===== src/rtl/core/jdisp_pkg.sv =====
// shared types and constants of the job dispatcher
package jdisp_pkg;

  localparam int MAX_SERVERS = 8;
  localparam int SRV_W = 3;
  localparam int SCNT_W = 4;

  localparam logic [SCNT_W-1:0] SERVERS_RESET = 4'd8;
  localparam logic [SCNT_W-1:0] SERVERS_MIN = 4'd1;
  localparam logic [SCNT_W-1:0] SERVERS_MAX = 4'd8;

  typedef logic [SRV_W-1:0] srv_id_t;
  typedef logic [SCNT_W-1:0] srv_cnt_t;

  typedef enum logic {
    REQ_ARRIVAL = 1'b0,
    REQ_RELEASE = 1'b1
  } req_type_t;

  function automatic srv_cnt_t clamp_servers(input srv_cnt_t v);
    srv_cnt_t r;
    if (v < SERVERS_MIN) begin
      r = SERVERS_MIN;
    end else if (v > SERVERS_MAX) begin
      r = SERVERS_MAX;
    end else begin
      r = v;
    end
    return r;
  endfunction

endpackage


===== src/rtl/core/jdisp_ram.sv =====
// generic single-port-write ram with registered read
module jdisp_ram #(
  parameter int WIDTH = 16,
  parameter int DEPTH = 64
) (
  input  logic                     clk,
  input  logic                     we,
  input  logic [$clog2(DEPTH)-1:0] waddr,
  input  logic [WIDTH-1:0]         wdata,
  input  logic                     re,
  input  logic [$clog2(DEPTH)-1:0] raddr,
  output logic [WIDTH-1:0]         rdata
);

  logic [WIDTH-1:0] mem_r [DEPTH];
  logic [WIDTH-1:0] rdata_r;

  always_ff @(posedge clk) begin
    if (we) begin
      mem_r[waddr] <= wdata;
    end
    if (re) begin
      rdata_r <= mem_r[raddr];
    end
  end

  assign rdata = rdata_r;

endmodule


===== src/rtl/core/multi_server_job_dispatcher.sv =====
// job dispatcher top level: free-server stack, busy table and fifo wait queue
//
//  channel | direction | handshake          | payload
//  in_     | input     | in_valid/in_stall   | req_type, job_id, server_id
//  out_    | output    | out_valid/out_stall | done, start, enqueued, dropped, bad_release
//  cfg_    | input     | cfg_we              | cfg_wdata (servers in use)
//
// each transfer takes a read step, which reads the busy-job and wait-queue memories,
// then an update step, which updates state, writes back and loads the output register.
// in_stall is high during the update step; a new transfer can be taken while
// a result waits in the output register, but the update step waits until it leaves.
// a servers-in-use write re-initializes the free stack, busy flags and wait queue at once.
module multi_server_job_dispatcher #(
  parameter int QUEUE_DEPTH = 64,
  parameter int JOB_BITS = 16
) (
  input  logic                clk,
  input  logic                rst_n,

  input  logic                in_valid,
  output logic                in_stall,
  input  logic                in_req_type,
  input  logic [JOB_BITS-1:0] in_job_id,
  input  logic [2:0]          in_server_id,

  output logic                out_valid,
  input  logic                out_stall,
  output logic                out_done_valid,
  output logic [JOB_BITS-1:0] out_done_job,
  output logic                out_start_valid,
  output logic [2:0]          out_start_server,
  output logic [JOB_BITS-1:0] out_start_job,
  output logic                out_enqueued,
  output logic                out_dropped,
  output logic                out_bad_release,

  input  logic                cfg_we,
  input  logic [3:0]          cfg_wdata
);

  localparam int PTR_W = $clog2(QUEUE_DEPTH);
  localparam int QCNT_W = $clog2(QUEUE_DEPTH + 1);
  localparam int NSRV = jdisp_pkg::MAX_SERVERS;

  localparam logic [PTR_W-1:0] PTR_LAST = PTR_W'(QUEUE_DEPTH - 1);
  localparam logic [QCNT_W-1:0] QCNT_FULL = QCNT_W'(QUEUE_DEPTH);
  localparam jdisp_pkg::srv_cnt_t SCNT_FULL = jdisp_pkg::srv_cnt_t'(NSRV);

  // control state
  logic                  s1_valid_r, s1_valid_nxt;
  logic                  out_valid_r, out_valid_nxt;
  jdisp_pkg::srv_cnt_t   srv_use_r, srv_use_nxt;
  jdisp_pkg::srv_cnt_t   free_cnt_r, free_cnt_nxt;
  logic [NSRV-1:0]       stk_vld_r, stk_vld_nxt;
  logic [NSRV-1:0]       busy_flag_r, busy_flag_nxt;
  logic [PTR_W-1:0]      head_r, head_nxt;
  logic [PTR_W-1:0]      tail_r, tail_nxt;
  logic [QCNT_W-1:0]     qcnt_r, qcnt_nxt;

  // payload
  jdisp_pkg::srv_id_t    stk_r [NSRV];
  logic                  s1_req_r;
  logic [JOB_BITS-1:0]   s1_job_r;
  jdisp_pkg::srv_id_t    s1_sid_r;

  logic                  res_done_valid, res_start_valid, res_enq, res_drop, res_bad;
  logic [JOB_BITS-1:0]   res_done_job, res_start_job;
  jdisp_pkg::srv_id_t    res_start_srv;
  logic                  done_valid_r, start_valid_r, enq_r, drop_r, bad_r;
  logic [JOB_BITS-1:0]   done_job_r, start_job_r;
  jdisp_pkg::srv_id_t    start_srv_r;

  logic                  in_xfer, s1_done;
  logic                  push_en;
  jdisp_pkg::srv_id_t    push_idx, pop_idx, pop_srv;
  jdisp_pkg::srv_cnt_t   cnt_dec, reinit_val;

  logic                  bj_we;
  jdisp_pkg::srv_id_t    bj_waddr;
  logic [JOB_BITS-1:0]   bj_wdata, bj_rdata;
  logic                  q_we;
  logic [JOB_BITS-1:0]   q_rdata;

  assign in_stall = s1_valid_r;
  assign in_xfer = in_valid && !in_stall;
  assign s1_done = s1_valid_r && (!out_valid_r || !out_stall);

  jdisp_ram #(
    .WIDTH(JOB_BITS),
    .DEPTH(NSRV)
  ) u_busy_ram (
    .clk   (clk),
    .we    (bj_we),
    .waddr (bj_waddr),
    .wdata (bj_wdata),
    .re    (in_xfer),
    .raddr (in_server_id),
    .rdata (bj_rdata)
  );

  jdisp_ram #(
    .WIDTH(JOB_BITS),
    .DEPTH(QUEUE_DEPTH)
  ) u_wait_ram (
    .clk   (clk),
    .we    (q_we),
    .waddr (tail_r),
    .wdata (s1_job_r),
    .re    (in_xfer),
    .raddr (head_r),
    .rdata (q_rdata)
  );

  // top of free stack; an entry not yet pushed holds its re-init value
  always_comb begin
    cnt_dec = free_cnt_r - jdisp_pkg::srv_cnt_t'(1);
    pop_idx = cnt_dec[jdisp_pkg::SRV_W-1:0];
    reinit_val = srv_use_r - jdisp_pkg::srv_cnt_t'(1) - {1'b0, pop_idx};
    pop_srv = stk_vld_r[pop_idx] ? stk_r[pop_idx] : reinit_val[jdisp_pkg::SRV_W-1:0];
    push_idx = free_cnt_r[jdisp_pkg::SRV_W-1:0];
  end

  // update step: decide, update and write back
  always_comb begin
    free_cnt_nxt = free_cnt_r;
    stk_vld_nxt = stk_vld_r;
    busy_flag_nxt = busy_flag_r;
    head_nxt = head_r;
    tail_nxt = tail_r;
    qcnt_nxt = qcnt_r;
    push_en = 1'b0;
    bj_we = 1'b0;
    bj_waddr = s1_sid_r;
    bj_wdata = s1_job_r;
    q_we = 1'b0;
    res_done_valid = 1'b0;
    res_done_job = '0;
    res_start_valid = 1'b0;
    res_start_srv = '0;
    res_start_job = '0;
    res_enq = 1'b0;
    res_drop = 1'b0;
    res_bad = 1'b0;
    if (s1_req_r == jdisp_pkg::REQ_ARRIVAL) begin
      if (free_cnt_r != '0) begin
        free_cnt_nxt = cnt_dec;
        busy_flag_nxt[pop_srv] = 1'b1;
        bj_we = s1_done;
        bj_waddr = pop_srv;
        res_start_valid = 1'b1;
        res_start_srv = pop_srv;
        res_start_job = s1_job_r;
      end else if (qcnt_r < QCNT_FULL) begin
        q_we = s1_done;
        tail_nxt = (tail_r == PTR_LAST) ? '0 : tail_r + PTR_W'(1);
        qcnt_nxt = qcnt_r + QCNT_W'(1);
        res_enq = 1'b1;
      end else begin
        res_drop = 1'b1;
      end
    end else begin
      if ({1'b0, s1_sid_r} >= srv_use_r || !busy_flag_r[s1_sid_r]) begin
        res_bad = 1'b1;
      end else begin
        res_done_valid = 1'b1;
        res_done_job = bj_rdata;
        if (qcnt_r != '0) begin
          head_nxt = (head_r == PTR_LAST) ? '0 : head_r + PTR_W'(1);
          qcnt_nxt = qcnt_r - QCNT_W'(1);
          bj_we = s1_done;
          bj_wdata = q_rdata;
          res_start_valid = 1'b1;
          res_start_srv = s1_sid_r;
          res_start_job = q_rdata;
        end else begin
          busy_flag_nxt[s1_sid_r] = 1'b0;
          if (free_cnt_r < SCNT_FULL) begin
            push_en = s1_done;
            stk_vld_nxt[push_idx] = 1'b1;
            free_cnt_nxt = free_cnt_r + jdisp_pkg::srv_cnt_t'(1);
          end
        end
      end
    end
  end

  always_comb begin
    s1_valid_nxt = s1_valid_r;
    if (in_xfer) begin
      s1_valid_nxt = 1'b1;
    end else if (s1_done) begin
      s1_valid_nxt = 1'b0;
    end
    out_valid_nxt = out_valid_r;
    if (s1_done) begin
      out_valid_nxt = 1'b1;
    end else if (!out_stall) begin
      out_valid_nxt = 1'b0;
    end
    srv_use_nxt = cfg_we ? jdisp_pkg::clamp_servers(cfg_wdata) : srv_use_r;
  end

  always_ff @(posedge clk) begin
    if (!rst_n) begin
      s1_valid_r <= 1'b0;
      out_valid_r <= 1'b0;
      srv_use_r <= jdisp_pkg::SERVERS_RESET;
      free_cnt_r <= jdisp_pkg::SERVERS_RESET;
      stk_vld_r <= '0;
      busy_flag_r <= '0;
      head_r <= '0;
      tail_r <= '0;
      qcnt_r <= '0;
    end else begin
      s1_valid_r <= s1_valid_nxt;
      out_valid_r <= out_valid_nxt;
      srv_use_r <= srv_use_nxt;
      if (cfg_we) begin
        free_cnt_r <= srv_use_nxt;
        stk_vld_r <= '0;
        busy_flag_r <= '0;
        head_r <= '0;
        tail_r <= '0;
        qcnt_r <= '0;
      end else if (s1_done) begin
        free_cnt_r <= free_cnt_nxt;
        stk_vld_r <= stk_vld_nxt;
        busy_flag_r <= busy_flag_nxt;
        head_r <= head_nxt;
        tail_r <= tail_nxt;
        qcnt_r <= qcnt_nxt;
      end
    end
  end

  always_ff @(posedge clk) begin
    if (in_xfer) begin
      s1_req_r <= in_req_type;
      s1_job_r <= in_job_id;
      s1_sid_r <= in_server_id;
    end
    if (push_en) begin
      stk_r[push_idx] <= s1_sid_r;
    end
    if (s1_done) begin
      done_valid_r <= res_done_valid;
      done_job_r <= res_done_job;
      start_valid_r <= res_start_valid;
      start_srv_r <= res_start_srv;
      start_job_r <= res_start_job;
      enq_r <= res_enq;
      drop_r <= res_drop;
      bad_r <= res_bad;
    end
  end

  assign out_valid = out_valid_r;
  assign out_done_valid = done_valid_r;
  assign out_done_job = done_job_r;
  assign out_start_valid = start_valid_r;
  assign out_start_server = start_srv_r;
  assign out_start_job = start_job_r;
  assign out_enqueued = enq_r;
  assign out_dropped = drop_r;
  assign out_bad_release = bad_r;

  a_qcnt_range: assert property (@(posedge clk) disable iff (!rst_n)
    qcnt_r <= QCNT_FULL)
    else $error("wait queue count out of range");

  a_free_range: assert property (@(posedge clk) disable iff (!rst_n)
    free_cnt_r <= srv_use_r)
    else $error("free server count above servers in use");

  a_xfer_stage: assert property (@(posedge clk) disable iff (!rst_n)
    in_xfer |=> s1_valid_r)
    else $error("accepted transfer lost before second cycle");

  a_one_outcome: assert property (@(posedge clk) disable iff (!rst_n)
    out_valid_r |-> $onehot({enq_r, drop_r, bad_r, done_valid_r,
                             start_valid_r && !done_valid_r}))
    else $error("result carries no or conflicting outcome");

endmodule

===== config.mk =====
export PLATFORM = sky130hd
export DESIGN_NAME = multi_server_job_dispatcher
export DESIGN_NICKNAME = d
export VERILOG_FILES = /design/src/rtl/core/jdisp_pkg.sv /design/src/rtl/core/jdisp_ram.sv /design/src/rtl/core/multi_server_job_dispatcher.sv
export SDC_FILE = /design/constraint.sdc
export NUM_CORES = 1
export LEC_CHECK = 0
export BUFFER_PORTS_ARGS = -buffer_cell sky130_fd_sc_hd__buf_2
export CAP_MARGIN = 15
export CORE_UTILIZATION = 48
export CTS_CLUSTER_SIZE = 16
export DETAILED_ROUTE_END_ITERATION = 10
export SYNTH_ARGS = -nofsm -noshare
export SYNTH_HDL_FRONTEND = slang
export SYNTH_SLANG_ARGS = --single-unit

===== constraint.sdc =====
create_clock -name clk -period 5.4 [get_ports clk]
set_clock_uncertainty 0.15 [all_clocks]
set_input_delay 0.54 -clock clk [delete_from_list [all_inputs] [get_ports clk]]
set_output_delay 0.54 -clock clk [all_outputs]
set_load 0.02 [all_outputs]

==> flow_summary_export.csv <==
group,metric,value,unit
cts,cts_made_buffers,136,
synth,syn_nets,2357,
cts,clock_path_buffers,3,
detailed_routing,drc_errors,0,
sta,min_period,4.20,ns
floorplan,ioPinCount,71,
critical_path,reg2reg_from,"free_cnt_r[1]",
sta,setup-tns-final,0,ns
hold_path,hold_class,"input port to register",
run_status,status,"complete, no violations",
cts,htree_levels,4,
synth,yosys-top-cells-count,"edfxtp_1, mux4_2, nor2_1, clkbuf_1, dfxtp_1",
synth,avgSynthCellArea,22.0,µm²
global_route,track_usage,0.225,
synth,yosysMostFrequentCell,"edfxtp_1",
floorplan,initial_core_util,0.484,
placement,io_buffers,70,
synth,synth.distinct_cells,78,
critical_path,slowest_stage,"o41ai_2",
critical_path,worstPathArrival,4.47,ns
synth,synth_edf_count,1268,
placement,place_worst_setup_slack,1.29,ns
cts,clock_sinks,1313,
synth,yosys_register_bits,1313,
synth,async_flop_share,0,
placement,hpwl,70.7,mm
sta,max_freq,238,MHz
critical_path,crit_required,5.67,ns
critical_path,reg2reg_depth,10,
finish,area_delta_synth_final,14.4,%
sta,setup_viol,0,
synth,synth.yosys.seq_area_share,0.765,
synth,ys_top_cells_by_area,"edfxtp_1, mux4_2, dfxtp_1",
sta,final-hold-violation-count,0,
hold_path,min_to,"srv_use_r[3]",
cts,clk_latency,0.75,ns
critical_path,reg2reg_slack,1.20,ns
synth,netlist.area_leader.share,0.748,
placement,dp.cells,3782,
synth,syn-cell-area,0.0509,mm²
sta,fin_ws,1.20,ns
cts,cts_resized,0,
synth,yosys_warnings,0,
power_and_ir_drop,ir_drop,0.256,mV
detailed_routing,drtIter0Drc,2547,
power_and_ir_drop,leakagePower,18.1,nW
power_and_ir_drop,p_per_area,362,mW/mm²
synth,synth_top_cell_by_area,"edfxtp_1",
sta,min_period_over_period,0.779,
critical_path,critPathMostFrequentCell,"inv_1",
cts,cts.clk_slew.worst_paths,0.06,ns
critical_path,cp_cell_sequence,"inv_1 -> ha_1 -> inv_1 -> fa_1 -> xnor2_1 -> nor2_1 -> o41ai_2 -> o21ai_0 -> nor3_2 -> buf_4",
global_route,antenna_found_initial,1,
hold_path,hold-path-cell-count,2,
cts,cts_setup_buffers,0,
detailed_routing,vias,24300,
sta,relSlewSlack,0.304,
power_and_ir_drop,p_total,21.1,mW
finish,nNetsFinal,2600,
sta,tightest_slew,1.04,ns
detailed_routing,finalWirelength,118,mm
detailed_routing,ant_nets,0,
detailed_routing,drtPass1Iterations,7,
detailed_routing,wl_per_cell,29.1,µm
sta,slew_viol_final,0,
global_route,grt_max_degree,67,
sta,rsz0062_at_grt,"no",
cts,ctsHoldBuffers,27,
floorplan,num_rows,119,
cts,cts_tree,"built",
finish,drive_gt1_frac,0.307,
global_route,grt_pass1_wl,173,mm
critical_path,cpPeakStageDelay,0.68,ns
cts,cts_root_buf,"clkbuf_16",
critical_path,critPathLaunchType,"register",
finish,antenna-diode-count,0,
critical_path,cp-end-kind,"register",
global_route,overflow,0,
placement,gp_congestion,0.835,
synth,syn_inst,2313,
floorplan,die_y,328,µm
critical_path,r2r-end,"u_busy_ram.mem_r[3][6]",
synth,synth-main-ff-cell,"edfxtp_1",
finish,stdcell_count,4057,
global_route,first_global_vias,24800,
hold_path,worstHoldStart,"cfg_we",
detailed_routing,via_per_inst,5.99,
floorplan,fp.coreArea,0.105,mm²
flow_run,drv_cap,0,
critical_path,crit_fanout,16,
critical_path,path_class,"register to register",
floorplan,die_w,328,µm
floorplan,die_area,0.107,mm²
## layer usage
metal / track usage / vias up / part of all wire
li1: - / 10200 / -
met1: 0.319 / 12900 / 0.42
met2: 0.351 / 953 / 0.48
met3: 0.0460 / 205 / 0.070
met4: 0.0736 / 0 / 0.029
met5: 0 / - / 0
## cells in the final DEF, fill, tap and decap left out, drive strengths merged, types with 3 or more instances in the layout
master	synthesis	layout
edfxtp	1268	1268
mux4	359	359
buf	62	202
clkbuf	62	170
nor2	116	116
clkinv	2	63
dfxtp	45	45
nand2	42	42
mux2	33	33
o22ai	29	29
dlygate4sd3	0	27
a21oi	26	26
inv	21	26
nand3	25	25
o21ai	23	23
and2	18	18
a22o	17	17
nor3	14	14
ha	13	13
nor2b	13	13
mux2i	11	11
o21a	11	11
bufinv	0	11
nand2b	11	11
nand4	8	8
xor2	7	7
a211oi	6	6
nand3b	6	6
xnor2	6	6
a21o	4	4
or3b	4	4
or2	4	4
a2bb2oi	3	3
o211ai	3	3
a21boi	3	3
## area by class of cell
type	count	area, µm²
Clock buffer	170	3630
Clock inverter	78	779
Fill cell	7759	47000
Inverter	23	91.3
Multi-Input combinational cell	853	11300
Sequential cell	1313	39000
Tap cell	1391	1740
Timing Repair Buffer	229	1700
## cells by family (layout without fill, tap and decap cells)
group | after synthesis | after routing | share of synthesized area
flops | 1313 | 1313 | 0.765
compound gates | 148 | 148 | 0.0205
mux | 403 | 403 | 0.168
simple gates | 274 | 274 | 0.0266
buf+inv | 147 | 500 | 0.0132
xor+xnor | 13 | 13 | 0.00224
fa+ha+maj | 15 | 15 | 0.00398
## report_power, final
group / internal, mW / switching [mW]
Sequential: 11.3 / 0.0474
Combinational: 0.163 / 0.416
Clock: 5.34 / 3.86
## worst max-delay path, delay by kind of cell (launching register included)
family | cells | cell delay [ns]
buffers and inverters | 3 | 0.56
flip-flops | 1 | 0.47
adder cells (fa/ha/maj) | 2 | 1.01
AO/OA/AOI/OAI | 2 | 1.10
XOR/XNOR | 1 | 0.21
AND/OR/NAND/NOR | 2 | 0.35
## state kept, by name, summed over array words and instances, names as in the netlist, 4 cells and up
name              count
busy_flag_r           8
free_cnt_r            4
head_r                6
out_done_job         16
out_start_job        16
qcnt_r                7
s1_job_r             16
srv_use_r             4
stk_r                24
stk_vld_r             8
tail_r                6
u_busy_ram.mem_r    128
u_busy_ram.rdata     16
u_wait_ram.mem_r   1024
u_wait_ram.rdata     16
## how the worst max path moves through the flow
stage / slack, ns / cells past startpoint / startpoint / endpoint
global placement: 1.28 / 10 / free_cnt_r[1] / u_busy_ram.mem_r[1][8]
global route: 1.00 / 10 / free_cnt_r[1] / u_busy_ram.mem_r[1][14]
CTS: 1.26 / 10 / free_cnt_r[1] / u_busy_ram.mem_r[1][14]
floorplan: 0.88 / 11 / free_cnt_r[0] / u_busy_ram.mem_r[2][0]
finish: 1.20 / 10 / free_cnt_r[1] / u_busy_ram.mem_r[3][6]
detailed placement: 1.29 / 10 / free_cnt_r[1] / u_busy_ram.mem_r[1][12]
## metrics by stage
step | util | cell area (µm²) | hold WS [ns]
after floorplan | - | 50900 | 0.293
after global placement | 0.509 | 53500 | 0.311
after detailed placement | 0.509 | 53600 | 0.322
after CTS | 0.554 | 58300 | 0.00423
after global routing | 0.554 | 58300 | 0.0869
final | 0.554 | 58300 | 0.0550
Note: power is estimated with default switching activity, not from simulation.
